[src/hdl/trajectory_shape_classifier_top_macros.svh]
// assertion macros for the trajectory shape classifier
// used by trajectory_shape_classifier_top, no other dependencies
`ifndef TRAJECTORY_SHAPE_CLASSIFIER_TOP_MACROS_SVH
`define TRAJECTORY_SHAPE_CLASSIFIER_TOP_MACROS_SVH

// same-cycle implication
`define TSC_ASSERT_IMPL(label, clk, rst_n, ante, cons) \
    label: assert property (@(posedge clk) disable iff (!rst_n) (ante) |-> (cons)) \
        else $error("trajectory shape classifier check failed");

// next-cycle implication
`define TSC_ASSERT_NEXT(label, clk, rst_n, ante, cons) \
    label: assert property (@(posedge clk) disable iff (!rst_n) (ante) |=> (cons)) \
        else $error("trajectory shape classifier check failed");

`endif

[src/hdl/tsc_pkg.sv]
// shared types, constants and the cordic angle table of the trajectory shape classifier
// no dependencies
`default_nettype none

package tsc_pkg;

    localparam int MAX_STATES      = 128;
    localparam int ANGLE_FRAC_BITS = 12;
    localparam int COUNT_W         = 8;
    localparam int CORDIC_STEPS    = 20;
    localparam int STEP_W          = $clog2(CORDIC_STEPS);
    localparam int CORDIC_FRAC     = 16;
    localparam int V_W             = 52;
    localparam int Z_W             = 40;
    localparam int Z_SHIFT         = 30 - ANGLE_FRAC_BITS;
    localparam int D_W             = 33;
    localparam int SPEED_LIM_W     = 15;
    localparam int DIST_W          = 20;
    localparam int HEAD_W          = 16;
    localparam int HD_W            = HEAD_W + 1;
    localparam int CFG_IDX_W       = 3;
    localparam int CFG_DATA_W      = 21;

    localparam logic signed [Z_W-1:0] ANG_PI      = Z_W'(64'sd3373259426);
    localparam logic signed [Z_W-1:0] ANG_HALF_PI = Z_W'(64'sd1686629713);
    localparam logic signed [Z_W-1:0] ANG_TWO_PI  = Z_W'(64'sd6746518852);
    localparam logic signed [16:0]    INV_GAIN    = 17'sd39797;

    localparam logic [CFG_IDX_W-1:0] CFG_START_INDEX    = 3'd0;
    localparam logic [CFG_IDX_W-1:0] CFG_STILL_SPEED    = 3'd1;
    localparam logic [CFG_IDX_W-1:0] CFG_STILL_DISTANCE = 3'd2;
    localparam logic [CFG_IDX_W-1:0] CFG_LATERAL        = 3'd3;
    localparam logic [CFG_IDX_W-1:0] CFG_UTURN_FORWARD  = 3'd4;
    localparam logic [CFG_IDX_W-1:0] CFG_HEADING        = 3'd5;

    localparam logic [2:0] CLS_STATIONARY     = 3'd0;
    localparam logic [2:0] CLS_STRAIGHT       = 3'd1;
    localparam logic [2:0] CLS_STRAIGHT_LEFT  = 3'd2;
    localparam logic [2:0] CLS_STRAIGHT_RIGHT = 3'd3;
    localparam logic [2:0] CLS_LEFT_UTURN     = 3'd4;
    localparam logic [2:0] CLS_LEFT_TURN      = 3'd5;
    localparam logic [2:0] CLS_RIGHT_UTURN    = 3'd6;
    localparam logic [2:0] CLS_RIGHT_TURN     = 3'd7;

    typedef struct packed {
        logic                     state_valid;
        logic signed [31:0]       pos_x;
        logic signed [31:0]       pos_y;
        logic signed [HEAD_W-1:0] heading_angle;
        logic signed [15:0]       vel_x;
        logic signed [15:0]       vel_y;
        logic                     track_end;
    } t_in;

    typedef struct packed {
        logic       has_class;
        logic [2:0] motion_class;
    } t_out;

    typedef struct packed {
        logic [6:0]             start_index;
        logic [SPEED_LIM_W-1:0] still_speed_limit;
        logic [DIST_W-1:0]      still_distance_limit;
        logic [DIST_W-1:0]      lateral_limit;
        logic signed [20:0]     uturn_forward_limit;
        logic [14:0]            heading_limit;
    } t_cfg;

    localparam t_cfg CFG_RESET = '{
        start_index:          7'd10,
        still_speed_limit:    15'd512,
        still_distance_limit: 20'd640,
        lateral_limit:        20'd640,
        uturn_forward_limit:  -21'sd640,
        heading_limit:        15'd2145
    };

    typedef struct packed {
        logic signed [31:0]       pos_x;
        logic signed [31:0]       pos_y;
        logic signed [HEAD_W-1:0] heading;
        logic signed [15:0]       vel_x;
        logic signed [15:0]       vel_y;
    } t_pose;

    typedef struct packed {
        logic  has;
        t_pose start_p;
        t_pose end_p;
    } t_job;

    function automatic logic [29:0] atan_entry(input logic [STEP_W-1:0] idx);
        logic [29:0] v;
        case (idx)
            5'd0:    v = 30'd843314856;
            5'd1:    v = 30'd497837829;
            5'd2:    v = 30'd263043836;
            5'd3:    v = 30'd133525158;
            5'd4:    v = 30'd67021686;
            5'd5:    v = 30'd33543515;
            5'd6:    v = 30'd16775850;
            5'd7:    v = 30'd8388437;
            5'd8:    v = 30'd4194282;
            5'd9:    v = 30'd2097149;
            5'd10:   v = 30'd1048575;
            5'd11:   v = 30'd524287;
            5'd12:   v = 30'd262143;
            5'd13:   v = 30'd131071;
            5'd14:   v = 30'd65535;
            5'd15:   v = 30'd32767;
            5'd16:   v = 30'd16383;
            5'd17:   v = 30'd8191;
            5'd18:   v = 30'd4095;
            5'd19:   v = 30'd2047;
            default: v = 30'd0;
        endcase
        return v;
    endfunction

endpackage

`default_nettype wire

[src/hdl/tsc_job_fifo.sv]
// two-entry queue of finished tracks between front and back end
// depends on tsc_pkg
`default_nettype none

module tsc_job_fifo (
    input  wire logic     i_clk,
    input  wire logic     i_rst_n,
    input  wire logic     i_push,
    input  tsc_pkg::t_job i_job,
    input  wire logic     i_pop,
    output tsc_pkg::t_job o_job,
    output logic          o_full,
    output logic          o_empty
);

    tsc_pkg::t_job r_mem [2];
    logic          r_wr_ptr;
    logic          r_rd_ptr;
    logic [1:0]    r_count;

    assign o_full  = r_count == 2'd2;
    assign o_empty = r_count == 2'd0;
    assign o_job   = r_mem[r_rd_ptr];

    always_ff @(posedge i_clk) begin
        if (!i_rst_n) begin
            r_wr_ptr <= 1'b0;
            r_rd_ptr <= 1'b0;
            r_count  <= 2'd0;
        end else begin
            if (i_push) begin
                r_wr_ptr <= ~r_wr_ptr;
            end
            if (i_pop) begin
                r_rd_ptr <= ~r_rd_ptr;
            end
            case ({i_push, i_pop})
                2'b10:   r_count <= r_count + 2'd1;
                2'b01:   r_count <= r_count - 2'd1;
                default: r_count <= r_count;
            endcase
        end
    end

    always_ff @(posedge i_clk) begin
        if (i_push) begin
            r_mem[r_wr_ptr] <= i_job;
        end
    end

endmodule

`default_nettype wire

[config.mk]
export PLATFORM = sky130hd
export DESIGN_NAME = tsc_job_fifo
export DESIGN_NICKNAME = d
export VERILOG_FILES = /design/src/hdl/trajectory_shape_classifier_top_macros.svh /design/src/hdl/tsc_pkg.sv /design/src/hdl/tsc_job_fifo.sv
export SDC_FILE = /design/constraint.sdc
export NUM_CORES = 1
export LEC_CHECK = 0
export BUFFER_PORTS_ARGS = -buffer_cell sky130_fd_sc_hd__buf_2
export CELL_PAD_IN_SITES_DETAIL_PLACEMENT = 0
export CELL_PAD_IN_SITES_GLOBAL_PLACEMENT = 2
export CORE_MARGIN = 2
export CORE_UTILIZATION = 30
export CTS_CLUSTER_SIZE = 28
export DETAILED_ROUTE_END_ITERATION = 8
export PLACE_DENSITY = 0.62
export SYNTH_ARGS = -nofsm -noshare
export SYNTH_HDL_FRONTEND = slang
export SYNTH_SLANG_ARGS = --single-unit
[constraint.sdc]
create_clock -name i_clk -period 25.7 [get_ports i_clk]
set_input_delay 1.285 -clock i_clk [delete_from_list [all_inputs] [get_ports i_clk]]
set_output_delay 1.285 -clock i_clk [all_outputs]
set_load 0.01 [all_outputs]
## After elaboration in Yosys (flattened, before gate mapping)

Memory sizes are Yosys's and may differ from the RTL's. A register that Yosys moved wholly into a read port is not among the register bits.
Index checks and enable logic that the tools add are counted.

- $add $sub $neg: 2
- $mul: 0
- Div/mod/pow operators: 0
- $lt $le $gt $ge: 0
- Eq/ne operators: 3
- Shift operators: 0
- Muxes and demuxes: 5
- Bitwise gates (word level): 2
- Reductions and logical operators: 2

Operators with widths:

| operator | number |
|---|---|
| equality test 2 bit, second input constant | 2 |
| 2-to-1 mux 1 bit | 4 |
| one-hot mux 2 bit (2 select lines) | 1 |
| adder 2 x 1 -> 2 bit, second input constant | 1 |
| equality test 2 x 1 -> 1 bit, second input constant | 1 |
| zero test 2 bit | 1 |
| NOT 1 bit | 2 |
| nonzero test 2 bit | 1 |
| subtractor 2 x 1 -> 2 bit, second input constant | 1 |

- Flip-flop bits (word level): 4
- Latch bits: 0
- Memory bits (writable): 450
- Bits in read-only memories: 0
- Input port bits: 229
- Output and inout port bits: 227
- Word-level logic and storage cells: 18
- Memories: 1

Memory list:

| name | words | bits a word | read ports | clocked after memory_dff | wr ports | line | RTL |
|---|---|---|---|---|---|---|---|
| r_mem | 2 | 225 | 1 | 1 | 1 | tsc_job_fifo.sv:16 | `tsc_pkg::t_job r_mem [2];` |

## Longest topological paths before layout

- Word-level depth: 3
- Gate-level depth with buffers: 5
- Mapped depth without buffers: 5

## Least setup slack after synthesis

Ideal clock, no wire load.

- Path kind: input to register
- From: in i_push
- To: reg r_wr_ptr
- Setup time: 0.103 ns
- Arrival time: 11.535 ns
- Data required time: 25.597 ns
- Setup slack: 14.062 ns
- Stages on the path: 3
- Buffers on the path: 0
- Path through: inv_1 -> nor2_1 -> o21a_1

RTL lines:

| item | line | RTL |
|---|---|---|
| start, declared | tsc_job_fifo.sv:8 | `input wire logic i_push,` |
| end signal, assigned | tsc_job_fifo.sv:32 | `r_wr_ptr <= ~r_wr_ptr;` |
| end, declared | tsc_job_fifo.sv:17 | `logic r_wr_ptr;` |

==> run metrics <==
result of the run finished clean; time the worst path needs with I/O delays and setup 4.51 ns; Post-layout nets 1442; Die ar. 58800 sq um; number of design-rule violations left by the first detailed-router iteration 367; Net Sw Frac 0.218; Skew-Pair Late Insertion Delay 0.58 ns; number of flip-flops and latches in the synthesized netlist 455; setup skew after layout 0.0136 ns; setup repair after global routing missed its margin false; Setup Crit Path Kind flop to primary output; placed instance area 20100 sq um; hold_buf cts 0; DRC violation count after routing 0; worst rel slew slack 0.304; sequence of cells on the critical path buf_4, buf_4, mux2_4, buf_2; number of input and output port buffers inserted 455; Yosys top cell area share 0.792; WL final 39600 um; Initial DRT Pass Iterations 4; highest fanout seen on the critical path 53; Clock Root Buffer clkbuf_16; share of async-settable or async-resettable flops after synthesis 0; most instantiated library cell after synthesis edfxtp_1; clock network fraction of total power 0.401; Cell Rows 87; final clock period utilization by the worst path 0.176; Mapped Nets 952; worst hold slack 0.504 ns; kind of cell adding the most delay to the critical path buffers and inverters; net switching component of the power 0.385 mW; origin of the worst min-delay path r_count[1]; global placement routability congestion 0.747; count of cell types in the netlist 18; final instance area 21800 sq um; worst hold endpoint r_count[1]; synthesis-to-finish area growth 27.8%; power per cell area 80.9 nW/um^2; leading cell types by count after synthesis edfxtp_1, mux2_4, mux2_2; number of nets still failing antenna checks after routing 0; final routed wire length divided by cell count 19.7 um; delay contributed by the slowest stage of the critical path 0.78 ns; gate count of the mapped netlist 722; most frequent cell on the critical path buf_4; final slew viol count 0; sequential cell area fraction in the yosys report 0.798; worst hold path stage count 2; register-to-register setup slack 22.62 ns; number of buffers created by CTS 50; slowest CP cell buf_4; Internal Pwr Total 1.38 mW; startpoint of the most critical register-to-register path r_wr_ptr; I/O pin total 456; vertical die dimension 242 um; sequential share of power 0.494; worst voltage drop across the vdd grid 0.0000496 V; average cell area after synthesis 23.6 sq um; Worst EP arrival 3.23 ns; final HPWL from detailed placement 27000 um; Congestion Overflow GR 0; cell area after synthesis 17100 sq um; wire length of the first global-routing pass 56600 um; number of H-tree levels 2; core area 56300 sq um; TritonCTS clock tree yes; maximum count of clock buffers along a single path 3; element type at the critical path start flop; Initial Util 0.303; final setup vio count 0; Tightest Hold Check Type flop to flop; most instantiated flip-flop cell in the synthesis netlist edfxtp_1; leakage component of the power 8.36 nW; slew at the pin closest to its max-slew limit 1.04 ns; Fin. Hold Viols 0; Die X 242 um; TritonCTS Sinks 455; sum of internal, switching and leakage power 1.76 mW; Setup TNS 0 ns; PostCTS Resize Cnt 0; vias after detailed routing 8461; fmax 222 MHz; kind of end point of the critical path primary output; top area cells in the synthesized netlist edfxtp_1, mux2_4, mux2_2, buf_6, dfxtp_1; required time of the critical path 24.41 ns; proportion of power drawn by combinational gates 0.105; Yosys warnings 0; Register-to-Register Path Depth 3; Avg Vias per Cell 4.20; number of global-route vias before repair 9047; reg-to-reg critical path endpoint r_mem[1][84]; maximum number of pins on one net before global-route repair 157; initial antenna violation count 13; Post-synth EDFFs 450; global-route usage over all layers 0.130; max-cap violation count 0; combined buffer and inverter count along the critical path 3; register clock-pin slew on the reported worst setup and hold paths 0.05 ns; share of layout cells above drive strength 1 0.609; largest area contributor in the netlist edfxtp_1; Post-CTS Repair Setup Buffers 0
layout make-up:
class	instances	area, sq um
multi-input combinational	241	3220
fill	5271	34500
clock inverter	25	263
tap	756	946
timing repair buffer	463	2360
antenna	6	15.0
clock buffer	68	1380
inverter	1	3.75
sequential	455	13600
worst register-to-register path: cells and delay by family (launching register included):
kind / cells / cell delay (ns)
buffers and inverters: 2 / 1.72
and+or+nand+nor: 1 / 0.55
DFF: 1 / 0.39
how the worst max path moves through the flow:
stage	depth (start not counted)	endpoint	slack, ns
6_report	4	o_job[138]	21.19
5_1_grt	4	o_job[130]	20.97
4_1_cts	4	o_job[130]	21.07
3_5_place_dp	4	r_mem[1][152]	21.52
3_3_place_gp	4	r_mem[1][152]	21.54
2_1_floorplan	3	r_wr_ptr	14.06
placed cells by master (no fill, tap or decap), drive strengths merged, types with 2 or more instances in the layout:
master  Yosys  routed
and2        4       4
dfxtp       5       5
clkbuf      0      68
clkinv      0      16
mux2      225     225
buf        25     463
inv         1       4
bufinv      0       5
nor2        2       2
xnor2       2       2
diode       0       6
edfxtp    450     450
power groups by stage:
stage,registers (mW),clock network (mW),logic (mW)
finish,0.871,0.707,0.186
global route,0.874,0.764,0.199
CTS,0.871,0.735,0.190
detailed placement,0.887,0,0.189
global placement,0.886,0,0.188
floorplan,0.891,0,0.114
logic make-up (layout without fill, tap and decap cells):
family,Yosys count,after routing,synth area share
muxes,225,225,0.181
buffers and inverters,26,557,0.0142
and+or+nand+nor,9,9,0.00315
DFF,455,455,0.798
xor gates and xnor gates,3,3,0.00154
AOI/OAI and AO/OA,3,3,0.00117
other,0,6,0
adders and majority gates,1,1,0.000733
flip-flops by register name, summed over array words and instances (netlist names), named ones only:
signal and cells:
r_mem 450, r_count 2, r_rd_ptr 1, r_wr_ptr 1
stage by stage:
step / worst slack (ns) / instances / utilization
CTS: 21.07 / 2009 / 0.387
finish: 21.19 / 2015 / 0.388
floorplan: 14.06 / 722 / -
detailed placement: 21.52 / 1916 / 0.358
global placement: 21.54 / 1916 / 0.358
global route: 20.97 / 2012 / 0.387
routing by layer:
layer	track usage	wire (um)	vias up
met1	0.136	14400	4199
met3	0.0538	3530	90
met5	0	107	-
li1	-	-	3879
met4	0.0548	1140	18
met2	0.228	20500	275
Note: power is estimated with default switching activity, not from simulation.
