**config.mk**
```make
export PLATFORM = sky130hd
export DESIGN_NAME = tsc_front
export DESIGN_NICKNAME = d
export VERILOG_FILES = /design/src/hdl/trajectory_shape_classifier_top_macros.svh /design/src/hdl/tsc_pkg.sv /design/src/hdl/tsc_front.sv
export SDC_FILE = /design/constraint.sdc
export NUM_CORES = 1
export LEC_CHECK = 0
export BUFFER_PORTS_ARGS = -buffer_cell sky130_fd_sc_hd__buf_2
export CAP_MARGIN = 5
export CORE_ASPECT_RATIO = 1.1
export CORE_MARGIN = 2
export CORE_UTILIZATION = 30
export DETAILED_ROUTE_END_ITERATION = 8
export PLACE_DENSITY = 0.56
export SYNTH_ARGS = -nofsm -noshare
export SYNTH_HDL_FRONTEND = slang
export SYNTH_SLANG_ARGS = --single-unit
export TNS_END_PERCENT = 50
```
**constraint.sdc**
```tcl
create_clock -name i_clk -period 3.65 [get_ports i_clk]
set_input_delay 0.5475 -clock i_clk [delete_from_list [all_inputs] [get_ports i_clk]]
set_output_delay 0.5475 -clock i_clk [all_outputs]
set_load 0.02 [all_outputs]
```
**src/hdl/trajectory_shape_classifier_top_macros.svh**
```systemverilog
// assertion macros for the trajectory shape classifier
// used by trajectory_shape_classifier_top, no other dependencies
`ifndef TRAJECTORY_SHAPE_CLASSIFIER_TOP_MACROS_SVH
`define TRAJECTORY_SHAPE_CLASSIFIER_TOP_MACROS_SVH

// same-cycle implication
`define TSC_ASSERT_IMPL(label, clk, rst_n, ante, cons) \
    label: assert property (@(posedge clk) disable iff (!rst_n) (ante) |-> (cons)) \
        else $error("trajectory shape classifier check failed");

// next-cycle implication
`define TSC_ASSERT_NEXT(label, clk, rst_n, ante, cons) \
    label: assert property (@(posedge clk) disable iff (!rst_n) (ante) |=> (cons)) \
        else $error("trajectory shape classifier check failed");

`endif

```
**src/hdl/tsc_pkg.sv**
```systemverilog
// shared types, constants and the cordic angle table of the trajectory shape classifier
// no dependencies
`default_nettype none

package tsc_pkg;

    localparam int MAX_STATES      = 128;
    localparam int ANGLE_FRAC_BITS = 12;
    localparam int COUNT_W         = 8;
    localparam int CORDIC_STEPS    = 20;
    localparam int STEP_W          = $clog2(CORDIC_STEPS);
    localparam int CORDIC_FRAC     = 16;
    localparam int V_W             = 52;
    localparam int Z_W             = 40;
    localparam int Z_SHIFT         = 30 - ANGLE_FRAC_BITS;
    localparam int D_W             = 33;
    localparam int SPEED_LIM_W     = 15;
    localparam int DIST_W          = 20;
    localparam int HEAD_W          = 16;
    localparam int HD_W            = HEAD_W + 1;
    localparam int CFG_IDX_W       = 3;
    localparam int CFG_DATA_W      = 21;

    localparam logic signed [Z_W-1:0] ANG_PI      = Z_W'(64'sd3373259426);
    localparam logic signed [Z_W-1:0] ANG_HALF_PI = Z_W'(64'sd1686629713);
    localparam logic signed [Z_W-1:0] ANG_TWO_PI  = Z_W'(64'sd6746518852);
    localparam logic signed [16:0]    INV_GAIN    = 17'sd39797;

    localparam logic [CFG_IDX_W-1:0] CFG_START_INDEX    = 3'd0;
    localparam logic [CFG_IDX_W-1:0] CFG_STILL_SPEED    = 3'd1;
    localparam logic [CFG_IDX_W-1:0] CFG_STILL_DISTANCE = 3'd2;
    localparam logic [CFG_IDX_W-1:0] CFG_LATERAL        = 3'd3;
    localparam logic [CFG_IDX_W-1:0] CFG_UTURN_FORWARD  = 3'd4;
    localparam logic [CFG_IDX_W-1:0] CFG_HEADING        = 3'd5;

    localparam logic [2:0] CLS_STATIONARY     = 3'd0;
    localparam logic [2:0] CLS_STRAIGHT       = 3'd1;
    localparam logic [2:0] CLS_STRAIGHT_LEFT  = 3'd2;
    localparam logic [2:0] CLS_STRAIGHT_RIGHT = 3'd3;
    localparam logic [2:0] CLS_LEFT_UTURN     = 3'd4;
    localparam logic [2:0] CLS_LEFT_TURN      = 3'd5;
    localparam logic [2:0] CLS_RIGHT_UTURN    = 3'd6;
    localparam logic [2:0] CLS_RIGHT_TURN     = 3'd7;

    typedef struct packed {
        logic                     state_valid;
        logic signed [31:0]       pos_x;
        logic signed [31:0]       pos_y;
        logic signed [HEAD_W-1:0] heading_angle;
        logic signed [15:0]       vel_x;
        logic signed [15:0]       vel_y;
        logic                     track_end;
    } t_in;

    typedef struct packed {
        logic       has_class;
        logic [2:0] motion_class;
    } t_out;

    typedef struct packed {
        logic [6:0]             start_index;
        logic [SPEED_LIM_W-1:0] still_speed_limit;
        logic [DIST_W-1:0]      still_distance_limit;
        logic [DIST_W-1:0]      lateral_limit;
        logic signed [20:0]     uturn_forward_limit;
        logic [14:0]            heading_limit;
    } t_cfg;

    localparam t_cfg CFG_RESET = '{
        start_index:          7'd10,
        still_speed_limit:    15'd512,
        still_distance_limit: 20'd640,
        lateral_limit:        20'd640,
        uturn_forward_limit:  -21'sd640,
        heading_limit:        15'd2145
    };

    typedef struct packed {
        logic signed [31:0]       pos_x;
        logic signed [31:0]       pos_y;
        logic signed [HEAD_W-1:0] heading;
        logic signed [15:0]       vel_x;
        logic signed [15:0]       vel_y;
    } t_pose;

    typedef struct packed {
        logic  has;
        t_pose start_p;
        t_pose end_p;
    } t_job;

    function automatic logic [29:0] atan_entry(input logic [STEP_W-1:0] idx);
        logic [29:0] v;
        case (idx)
            5'd0:    v = 30'd843314856;
            5'd1:    v = 30'd497837829;
            5'd2:    v = 30'd263043836;
            5'd3:    v = 30'd133525158;
            5'd4:    v = 30'd67021686;
            5'd5:    v = 30'd33543515;
            5'd6:    v = 30'd16775850;
            5'd7:    v = 30'd8388437;
            5'd8:    v = 30'd4194282;
            5'd9:    v = 30'd2097149;
            5'd10:   v = 30'd1048575;
            5'd11:   v = 30'd524287;
            5'd12:   v = 30'd262143;
            5'd13:   v = 30'd131071;
            5'd14:   v = 30'd65535;
            5'd15:   v = 30'd32767;
            5'd16:   v = 30'd16383;
            5'd17:   v = 30'd8191;
            5'd18:   v = 30'd4095;
            5'd19:   v = 30'd2047;
            default: v = 30'd0;
        endcase
        return v;
    endfunction

endpackage

`default_nettype wire

```
**src/hdl/tsc_front.sv**
```systemverilog
// front end: counts states within a track, captures start and end states,
// hands a finished track to the track queue; depends on tsc_pkg
`default_nettype none

module tsc_front (
    input  wire logic         i_clk,
    input  wire logic         i_rst_n,
    input  wire logic         i_accept,
    input  tsc_pkg::t_in      i_item,
    input  wire logic [6:0]   i_start_index,
    output logic              o_job_push,
    output tsc_pkg::t_job     o_job
);

    logic [tsc_pkg::COUNT_W-1:0] r_count, n_count;
    logic                        r_start_seen, n_start_seen;
    logic                        r_end_seen, n_end_seen;
    tsc_pkg::t_pose              r_start, n_start;
    tsc_pkg::t_pose              r_end, n_end;
    tsc_pkg::t_pose              w_pose;
    logic                        w_in_range;
    logic [tsc_pkg::COUNT_W-1:0] w_start_idx;

    assign w_pose = '{
        pos_x:   i_item.pos_x,
        pos_y:   i_item.pos_y,
        heading: i_item.heading_angle,
        vel_x:   i_item.vel_x,
        vel_y:   i_item.vel_y
    };
    assign w_in_range  = 32'(r_count) < 32'(tsc_pkg::MAX_STATES);
    assign w_start_idx = tsc_pkg::COUNT_W'(i_start_index);

    always_comb begin
        n_count      = r_count;
        n_start_seen = r_start_seen;
        n_end_seen   = r_end_seen;
        n_start      = r_start;
        n_end        = r_end;
        if (i_accept) begin
            if (w_in_range) begin
                if (r_count == w_start_idx) begin
                    n_start_seen = i_item.state_valid;
                    if (i_item.state_valid) begin
                        n_start = w_pose;
                    end
                end else if (r_count > w_start_idx && i_item.state_valid) begin
                    n_end_seen = 1'b1;
                    n_end      = w_pose;
                end
            end
            if (r_count != '1) begin
                n_count = r_count + 1'b1;
            end
        end
    end

    assign o_job_push = i_accept && i_item.track_end;
    assign o_job      = '{has: n_start_seen && n_end_seen, start_p: n_start, end_p: n_end};

    always_ff @(posedge i_clk) begin
        if (!i_rst_n) begin
            r_count      <= '0;
            r_start_seen <= 1'b0;
            r_end_seen   <= 1'b0;
        end else if (o_job_push) begin
            r_count      <= '0;
            r_start_seen <= 1'b0;
            r_end_seen   <= 1'b0;
        end else begin
            r_count      <= n_count;
            r_start_seen <= n_start_seen;
            r_end_seen   <= n_end_seen;
        end
    end

    always_ff @(posedge i_clk) begin
        r_start <= n_start;
        r_end   <= n_end;
    end

endmodule

`default_nettype wire

```
* Word-level counts from Yosys, hierarchy flattened
Index checks and enable logic that the tools add are counted.
W data, S select, Z words.
** Word-level totals
- Bits of input ports :: 124
- Flip-flop bits (word level) :: 234
- Output and inout bits :: 226
** Operators by class
- Order comparisons :: 2
- Bitwise operators :: 1
- Eq/ne operators :: 2
- Muxes and demuxes :: 15
- $add $sub $neg :: 1
- Reductions and logical operators :: 5
** Operator list (number)
- $mux W112 :: 8
- $add A8 B1 Y8 const B :: 1
- $eq A8 B7 Y1 :: 1
- $gt A8 B7 Y1 :: 1
- $lt A8 B8 Y1 const B :: 1
- $ne A8 B8 Y1 const B :: 1
- $mux W1 :: 7
- $logic_and A1 B1 Y1 :: 3
- $reduce_and A2 Y1 :: 1
- $reduce_or A2 Y1 :: 1
- $not A1 Y1 :: 1

* Logic depth before layout (Yosys ltp)
Gate-level depths: netlist of run 1.
- Depth after elaboration :: 7
- Mapped depth :: 9
- Mapped depth without buffers :: 6

* Worst setup path after synthesis of run 1
No wires, ideal clock.
- Kind :: in2out
- Start point :: input port i_start_index[1]
- End point :: output port o_job[224] (netlist name)
- Slack :: 0.638 ns
- Data arrival time :: 2.465 ns
- Data required time :: 3.102 ns
- Cell stages on the path :: 9
- Path through :: inv_1 -> ha_1 -> or2b_1 -> a211o_1 -> a311o_1 -> buf_2 -> buf_6 -> buf_6 -> a21oi_1
** RTL lines
- start: declaration :: RTL line tsc_front.sv:10 : input wire logic [6:0] i_start_index,
- end: declaration :: RTL line tsc_front.sv:12 : output tsc_pkg::t_job o_job

==> results of run 1 <==
critical path, cell delays in order, from the launching register on:
cell and delay, ns:
dfxtp_1 0.34, ha_1 0.29, or2b_1 0.22, a211o_1 0.28
a311o_2 0.44, buf_12 0.22, mux2_4 0.37, buf_2 0.16
synth_stat cells (2+ instances only):
master	instances	share of area
dfxtp_1	234	0.58
mux2_2	166	0.23
mux2_4	58	0.11
buf_2	18	0.011
inv_1	11	0.0051
ha_1	8	0.012
nor2_1	8	0.0037
buf_6	7	0.0098
a21oi_1	6	0.0037
nand2_1	6	0.0028
a211o_1	2	0.0022
and4_1	2	0.0022
mux2i_1	2	0.0025
nand2b_1	2	0.0015
nand3_1	2	0.0012
nor3_1	2	0.0012
nor4_1	2	0.0015
o21ai_0	2	0.0012
o31ai_1	2	0.0019
xnor2_1	2	0.0022
metal layers:
metal  global-route usage  vias up
met5                    0        -
met4               0.0458        0
met3               0.0467       34
met2                0.223      247
met1                0.146     2522
li1                     -     2662
registers in the layout, summed over array words and instances (netlist names):
register      flops
r_count           8
r_start         112
r_end_seen        1
r_end           112
r_start_seen      1
worst min path at each step:
stage / depth (start not counted) / endpoint / startpoint
floorplan: 2 / r_end_seen / r_end_seen
global placement: 1 / r_end[5] / r_end[5]
detailed placement: 1 / r_end[110] / r_end[110]
CTS: 2 / r_end[95] / i_item[96]
global route: 2 / r_end[104] / i_item[105]
finish: 2 / r_end[95] / i_item[96]
kinds of logic after synthesis:
family                   count (synthesis)  share of synthesized area
flip-flops                             234                      0.580
AND/OR/NAND/NOR                         33                     0.0242
XOR/XNOR                                 2                    0.00217
buffers and inverters                   37                     0.0265
adder cells (fa/ha/maj)                  8                     0.0124
multiplexers                           226                      0.342
AO/OA/AOI/OAI                           16                     0.0129
power by group through the flow:
stage | clock network [mW] | logic [mW] | registers [mW]
final | 2.35 | 0.799 | 2.79
after global placement | 0 | 0.800 | 2.84
after detailed placement | 0 | 0.807 | 2.84
after global routing | 2.53 | 0.857 | 2.80
after CTS | 2.46 | 0.810 | 2.79
after floorplan | 0 | 0.508 | 2.83
layout make-up:
| class | count | area [sq um] | share of cell area |
|---|---|---|---|
| Tap cell | 352 | 440 | 0.0401 |
| Inverter | 11 | 41.3 | 0.00376 |
| Timing Repair Buffer | 357 | 1860 | 0.169 |
| Clock buffer | 37 | 731 | 0.0666 |
| Sequential cell | 234 | 4680 | 0.427 |
| Multi-Input combinational cell | 285 | 3180 | 0.290 |
| Clock inverter | 7 | 37.5 | 0.00342 |
==> summary.md, run 1 <==
- run status: complete, no violations
- worst endpoint required time: 3.10 ns
- count of flip-flops with a built-in enable after synthesis: 0
- Post-CTS Repair Setup Buffers: 0
- Async S/R FF share, synth: 0
- number of gates resized after CTS: 0
- classification of the worst setup path: reg -> out
- cell area after synthesis: 8080 sq um
- drt first-iter violations: 152
- total count of max-transition violations in the final report: 0
- internal power: 4.46 mW
- placed instance area: 10,200 sq um
- Net Sw Frac: 0.248
- net load switching power: 1.47 mW
- number of buffers on the longest clock path: 3
- commonest cells after routing, fill and taps aside: buf_2 (349), dfxtp_1 (234), mux2_2 (166), mux2_4 (58), clkbuf_16 (25)
- clock-pin slew on the worst setup and hold paths: 0.06 ns
- core region area: 26,300 sq um
- most used flip-flop cell after synthesis: dfxtp_1
- Worst Setup Slack post-DPL: 0.389 ns
- final count of hold timing violations: 0
- clock sink count: 234
- DR top layer: met4
- port bufs: 349
- Met1 Wirelength: 7610 microns
- Antenna Nets Post-Route: 0
- # fillers: 2,536
- metal2 WL: 9220 microns
- element type at the critical path end: output port
- number of cells in the finished layout apart from fillers: 1,283
- clk_lat worst skew: 0.51 ns
- Fin Hold WS: 0.283 ns
- unrepaired setup endpoints after global routing: no
- fraction of the cycle the final worst path needs: 0.950
- Synth Instances: 556
- layout overhead on the synthesized area: 35.9%
- Worst Clk Skew: 0.0114 ns
- worst reg2reg endpoint: r_end[68]
- placed cell count: 1,239
- setup_tns: 0 ns
- ports placed on the boundary: 350
- die span in x: 160 microns
- post-synth cell types: 34
- detail-routed net length per standard cell: 15.0 microns
- Worst Path Max Fanout: 54
- Post-Synthesis Mean Instance Area: 14.5 sq um
- count of endpoints failing setup in the final report: 0
- critical path launch point type: flip-flop
- vias in the first global route: 5,393
- sequential share of the synthesized area: 0.580
- via count of the routed design: 5,465
- final weighted congestion in routability-driven placement: 0.757
- type of the worst min-delay path: in -> reg
- leading cell type in the layout, fill and taps excluded: buf_2
- internal reg-to-reg setup slack: 1.28 ns
- Critical Path Sink: o_job[68]
- total die area: 28,200 sq um
- power density normalized to cell area: 540 nW/um^2
- Final Cell Area: 11,000 sq um
- leakage power of the design: 5.70 nW
- worst reg-to-reg path cell count: 6
- layout cells sized above 1: 0.669
- power share of the clock group: 0.396
- total inserted antenna cells: 0
- wire length of the first global-routing pass: 29,300 microns
- start of the worst register-to-register path: r_count[1]
- Crit path arrival time: 2.92 ns
- wire length reported by the detailed router: 19,300 microns
- initial antenna violation count: 0
- drc violations: 0
- vias per inst: 4.26
- CTS tree: yes
- net count after synthesis: 688
- gr ovfl total: 0
- Worst VDD drop: 330 uV
- total design power: 5.93 mW
- highest achievable clock rate: 0.288 GHz
- measured slew at the worst slew-check pin: 0.552 ns
- Sequential Power Share: 0.470
- Core Util, Final: 0.417
- launching instance or port of the critical path: r_count[1]
- total met3 wirelength after detailed routing: 1900 microns
- final layout net count: 1,046
- Max-Cap Viols: 0
- Clock Root Buffer: clkbuf_16
- H-tree Lvls: 1
- number of buffers inserted by hold repair at cts: 0
- Chip Height: 176 microns
- number of warnings issued by yosys: 0
- cts bufs inserted: 25
- estimated wirelength of the detail-placed design: 14,300 microns
- normalized max-slew margin: 0.629
- number of storage elements in the synthesis netlist: 234
- pin count of the biggest net entering global routing: 61
- worst setup slack after layout: 0.182 ns
- placement row count: 62
- GRT Resource Usage Total: 0.129
- combinational fraction of design power: 0.135
- TritonRoute pass-1 iters: 3
- minimum period implied by the final worst setup slack: 3.47 ns
- initial standard-cell utilization of the core: 0.307
(Power assumes the default switching activity.)
==> run 2: changes to the inputs <==
--- a/config.mk
+++ b/config.mk
@@ -10,6 +10,7 @@
 export CORE_ASPECT_RATIO = 1.1
 export CORE_MARGIN = 2
 export CORE_UTILIZATION = 30
+export CTS_BUF_LIST = sky130_fd_sc_hd__clkbuf_8
 export DETAILED_ROUTE_END_ITERATION = 8
 export PLACE_DENSITY = 0.56
 export SYNTH_ARGS = -nofsm -noshare
==> summary.md, run 2 (same netlist as run 1, synthesis figures left out) <==
- run status: complete, no violations
- CTS tree: yes
- Hold Crit Depth: 2, unchanged
- placed instance area: 10,200 sq um, unchanged
- classification of the worst setup path: reg -> out
- met1 routing resource usage after global routing: 0.145, -0.000692
- clk_lat worst skew: 0.52 ns, about the same
- power density normalized to cell area: 538 nW/um^2, -0.45%
- type of the worst min-delay path: in -> reg
- launching instance or port of the critical path: r_count[6]
- Fin Hold WS: 0.270 ns, -0.0126 ns
- drt first-iter violations: 168, +11%
- cts bufs inserted: 42, +68%
- Worst Setup Slack post-DPL: 0.389 ns, unchanged
- ports placed on the boundary: 350, unchanged
- number of gates resized after CTS: 0, unchanged
- Final Cell Area: 11,000 sq um, +0.47%
- element type at the critical path end: output port
- largest registers: r_end x112, r_start x112, r_count x8
- worst setup slack after layout: 0.191 ns, +0.00905 ns
- placed cell count: 1,239, unchanged
- total die area: 28,200 sq um, unchanged
- final count of hold timing violations: 0, unchanged
- H-tree Lvls: 2, +1
- critical path launch point type: flip-flop
- fraction of the cycle the final worst path needs: 0.948, -0.00248
- vias per inst: 4.26, about the same
- estimated wirelength of the detail-placed design: 14,300 microns, unchanged
- number of buffers inserted by hold repair at cts: 0, unchanged
- leading cell type in the layout, fill and taps excluded: buf_2
- Core Util, Final: 0.419, +0.00195
- Crit path arrival time: 2.91 ns, about the same
- origin of the worst min-delay path: i_item[96]
- worst endpoint required time: 3.10 ns, about the same
- Worst Clk Skew: 0.0101 ns, -0.00129 ns
- Antenna Nets Post-Route: 0, unchanged
- highest achievable clock rate: 0.289 GHz, +0.26%
- die span in x: 160 microns, unchanged
- Worst Path Max Fanout: 54, unchanged
- leakage power of the design: 5.79 nW, +1.5%
- drc violations: 0, unchanged
- layout cells sized above 1: 0.669, about the same
- worst reg-to-reg path cell count: 6, unchanged
- TritonRoute pass-1 iters: 4, +1
- unrepaired setup endpoints after global routing: no
- setup_tns: 0 ns, unchanged
- number of buffers on the longest clock path: 3, unchanged
- final layout net count: 1,063, +1.6%
- vias in the first global route: 5,510, +2.2%
- minimum period implied by the final worst setup slack: 3.46 ns, -0.00905 ns
- M2 GR Usage: 0.221, -0.00251
- port bufs: 349, unchanged
- gr ovfl total: 0, unchanged
- Chip Height: 176 microns, unchanged
- start of the worst register-to-register path: r_count[6]
- core region area: 26,300 sq um, unchanged
- Clock Root Buffer: clkbuf_8
- count of endpoints failing setup in the final report: 0, unchanged
- total design power: 5.93 mW, about the same
- via count of the routed design: 5,574, +2.0%
- initial standard-cell utilization of the core: 0.307, unchanged
- GRT Resource Usage Total: 0.132, +0.00293
- total count of max-transition violations in the final report: 0, unchanged
- placement row count: 62, unchanged
- detail-routed net length per standard cell: 14.9 microns, -0.99%
- measured slew at the worst slew-check pin: 0.547 ns, -0.00440 ns
- wire length reported by the detailed router: 19,400 microns, +1.0%
- Post-CTS Repair Setup Buffers: 0, unchanged
- wire length of the first global-routing pass: 29,800 microns, +1.5%
- number of cells in the finished layout apart from fillers: 1,309, +2.0%
- highest-utilization routing layer at the global route stage: met2
- clock-pin slew on the worst setup and hold paths: 0.06 ns, about the same
- final weighted congestion in routability-driven placement: 0.757, unchanged
- initial antenna violation count: 0, unchanged
- normalized max-slew margin: 0.632, +0.00296
- layout overhead on the synthesized area: 36.6%
- total inserted antenna cells: 0, unchanged
- pin count of the biggest net entering global routing: 61, unchanged
- GR Util met3: 0.0590, +0.0122
- commonest cells after routing, fill and taps aside: buf_2 (349), dfxtp_1 (234), mux2_2 (166), mux2_4 (58), clkbuf_8 (51)
- Max-Cap Viols: 0, unchanged
- Worst VDD drop: 306 uV, -7.3%
- clock sink count: 234, unchanged
[run 2: changes by cell type in the layout (fill, tap and decap cells not counted)]
| cell | before | now |
|---|---|---|
| bufinv_16 | 0 | 1 |
| clkbuf_1 | 6 | 0 |
| clkbuf_16 | 25 | 0 |
| clkbuf_8 | 6 | 51 |
| clkinv_2 | 6 | 0 |
| clkinvlp_4 | 1 | 3 |
| inv_1 | 11 | 26 |
| nor4_2 | 1 | 0 |
| nor4_4 | 0 | 1 |
[run 2: final cells by class]
cell class	count	area, sq um
clock inverter	19	109
multi-input combinational	285	3190
timing repair buffer	357	1860
tap	352	440
clock buffer	51	702
fill	2563	15300
sequential	234	4680
inverter	11	41.3
[run 2: worst paths after layout]
| path | to | slack (ns) |
|---|---|---|
| max | o_job[68] | 0.19 |
| min | r_end[95] | 0.27 |
| min reg2reg | r_end_seen | 0.46 |
| max reg2reg | r_end[64] | 1.30 |
[run 2: report_power, final]
part | leakage, nW | internal, mW | switching, mW
Clock | 0.461 | 1.32 | 1.02
Sequential | 1.90 | 2.74 | 0.0420
Combinational | 3.42 | 0.344 | 0.456
Total | 5.79 | 4.41 | 1.52
[run 2: layer usage]
layer,wire length [microns],share of wire
met1,7610,0.39
met2,9140,0.47
met3,2100,0.11
met4,597,0.031
met5,0,0
[run 2: critical path, cell delays in order (launching register included)]
cell and delay (ns):
dfxtp_1 0.35, ha_1 0.37, nand4b_4 0.16, a211o_1 0.25
a311o_2 0.44, buf_12 0.22, mux2_4 0.36, buf_2 0.16
==> run 3: changes to the inputs <==
--- a/config.mk
+++ b/config.mk
@@ -13,6 +13,8 @@
 export CTS_BUF_LIST = sky130_fd_sc_hd__clkbuf_8
 export DETAILED_ROUTE_END_ITERATION = 8
 export PLACE_DENSITY = 0.56
+export RECOVER_POWER = 25
+export SETUP_SLACK_MARGIN = 0.15
 export SYNTH_ARGS = -nofsm -noshare
 export SYNTH_HDL_FRONTEND = slang
 export SYNTH_SLANG_ARGS = --single-unit
==> summary.md, run 3 (same netlist as run 1, synthesis figures left out) <==
- cts bufs inserted: 42, unchanged
- total count of max-transition violations in the final report: 0, unchanged
- setup_tns: 0 ns, unchanged
- run status: complete, no violations
- final count of hold timing violations: 0, unchanged
- ports placed on the boundary: 350, unchanged
- core region area: 26,300 sq um, unchanged
- combinational fraction of design power: 0.135, about the same
- worst-case hold path end point: r_end[95]
- number of buffers inserted by hold repair at cts: 0, unchanged
- worst reg-to-reg path cell count: 7, +1
- Crit path arrival time: 2.91 ns, about the same
- total die area: 28,200 sq um, unchanged
- origin of the worst min-delay path: i_item[96]
- total inserted antenna cells: 0, unchanged
- initial standard-cell utilization of the core: 0.307, unchanged
- leading cell type in the layout, fill and taps excluded: buf_2
- Worst Path Max Fanout: 15, -72%
- layout overhead on the synthesized area: 39.4%
- cell chain of the critical path: ha_4, nand4b_4, or2_2, a311o_2, buf_12, buf_16, mux2_4, buf_2
- die span in x: 160 microns, unchanged
- clk_lat worst skew: 0.52 ns, about the same
- type of the worst min-delay path: in -> reg
- Net Sw Frac: 0.258, +0.00120
- vias in the first global route: 5,507, -0.054%
- classification of the worst setup path: reg -> out
- critical path launch point type: flip-flop
- vias per inst: 4.27, +0.24%
- Antenna Nets Post-Route: 0, unchanged
- drc violations: 0, unchanged
- Worst Clk Skew: 0.00951 ns, -0.000622 ns
- H-tree Lvls: 2, unchanged
- Hold Crit Depth: 2, unchanged
- estimated wirelength of the detail-placed design: 14,300 microns, unchanged
- internal power: 4.41 mW, about the same
- placement row count: 62, unchanged
- CTS tree: yes
- drt first-iter violations: 167, -0.60%
- biggest cell delay along the critical path: 0.38 ns, -0.06 ns
- Clock Root Buffer: clkbuf_8
- element type at the critical path end: output port
- start of the worst register-to-register path: r_count[6]
- Sequential Power Share: 0.469, about the same
- layout cells sized above 1: 0.660, -0.00898
- Max-Cap Viols: 0, unchanged
- clock-pin slew on the worst setup and hold paths: 0.06 ns, about the same
- Worst path top cell family by delay: buffers and inverters
- number of buffers on the longest clock path: 3, unchanged
- leakage power of the design: 5.91 nW, +2.1%
- worst endpoint required time: 3.10 ns, about the same
- final weighted congestion in routability-driven placement: 0.757, unchanged
- count of endpoints failing setup in the final report: 0, unchanged
- internal reg-to-reg setup slack: 1.30 ns, about the same
- cell with the largest stage delay on the worst path: a311o_2
- unrepaired setup endpoints after global routing: yes
- Worst VDD drop: 307 uV, +0.55%
- highest achievable clock rate: 0.289 GHz, about the same
- port bufs: 349, unchanged
- net load switching power: 1.53 mW, +0.63%
- minimum period implied by the final worst setup slack: 3.46 ns, +0.00217 ns
- wire length of the first global-routing pass: 29,800 microns, about the same
- via count of the routed design: 5,630, +1.0%
- fraction of the cycle the final worst path needs: 0.948, about the same
- Chip Height: 176 microns, unchanged
- power share of the clock group: 0.396, about the same
- gr ovfl total: 0, unchanged
- GRT Resource Usage Total: 0.132, about the same
- Buffers & Inverters on Critical Path: 3, +1
- # fillers: 2,538, -0.98%
- wire length reported by the detailed router: 20,800 microns, +7.0%
- Core Util, Final: 0.428, +0.00885
- normalized max-slew margin: 0.629, -0.00243
- final layout net count: 1,073, +0.94%
- largest registers: r_end x112, r_start x112, r_count x8
- worst reg2reg endpoint: r_end[56]
- commonest cells after routing, fill and taps aside: buf_2 (348), dfxtp_1 (232), mux2_2 (149), mux2_4 (58), clkbuf_8 (51)
- pin count of the biggest net entering global routing: 61, unchanged
- TritonRoute pass-1 iters: 4, unchanged
- measured slew at the worst slew-check pin: 0.551 ns, +0.00361 ns
- initial antenna violation count: 0, unchanged
- clock sink count: 234, unchanged
- power density normalized to cell area: 528 nW/um^2, -1.9%
- detail-routed net length per standard cell: 15.8 microns, +6.2%
## run 3: through the flow
stage | total power [mW] | setup WS, ns | cells | hold WS, ns | area (sq um)
5_1_grt | 6.21 | 0.0483 | 1319 | 0.239 | 11300
3_3_place_gp | 3.64 | 0.396 | 1239 | 0.452 | 10200
2_1_floorplan | 3.34 | 0.638 | 556 | 0.432 | 8080
6_report | 5.94 | 0.189 | 1319 | 0.269 | 11300
4_1_cts | 6.04 | 0.138 | 1309 | 0.220 | 11000
3_5_place_dp | 3.65 | 0.389 | 1239 | 0.452 | 10200
## run 3: timing repair
item | CTS | global route
buffers inserted | 0 | 1
setup endpoints to repair | 62 | 150
gates resized for setup | 1 | 10
pin swaps | 0 | 1
gates cloned | 0 | 9
## run 3: how the worst max path moves through the flow
| stage | start | to | slack, ns | cells past startpoint |
|---|---|---|---|---|
| final | r_count[6] | o_job[53] | 0.19 | 8 |
| after global routing | r_count[6] | o_job[11] | 0.05 | 8 |
| after CTS | r_count[6] | o_job[1] | 0.14 | 7 |
| after detailed placement | i_start_index[6] | o_job[183] | 0.39 | 9 |
| after global placement | i_start_index[6] | o_job[196] | 0.40 | 9 |
| after floorplan | i_start_index[1] | o_job[224] | 0.64 | 9 |
## run 3: worst reg2reg max path, stage by stage (launching register included)
cell and delay, ns:
dfxtp_1 0.37, ha_4 0.32, nand4b_4 0.15, or2_2 0.32, a311o_2 0.38, buf_12 0.18
buf_16 0.17, mux2_4 0.34
## run 3: layout make-up
type                            count  area (sq um)  share of cell area
Clock inverter                     19           109             0.00967
Sequential cell                   234          4690               0.416
Tap cell                          352           440              0.0391
Clock buffer                       51           702              0.0623
Inverter                           11          41.3             0.00367
Timing Repair Buffer              367          2050               0.182
Multi-Input combinational cell    285          3230               0.287
## run 3: routing by layer
layer	global-route usage	wire [microns]	vias up	share of wire
met5	0	0	-	0
met4	0.0552	601	0	0.029
met3	0.0590	2070	51	0.10
met2	0.221	9990	272	0.48
met1	0.145	8140	2580	0.39
li1	-	-	2727	-
## run 3: power groups by stage
stage | clock, mW | sequential (mW) | combinational, mW
2_1_floorplan | 0 | 2.83 | 0.508
3_3_place_gp | 0 | 2.84 | 0.800
3_5_place_dp | 0 | 2.84 | 0.807
4_1_cts | 2.44 | 2.79 | 0.811
5_1_grt | 2.55 | 2.80 | 0.859
6_report | 2.35 | 2.79 | 0.803
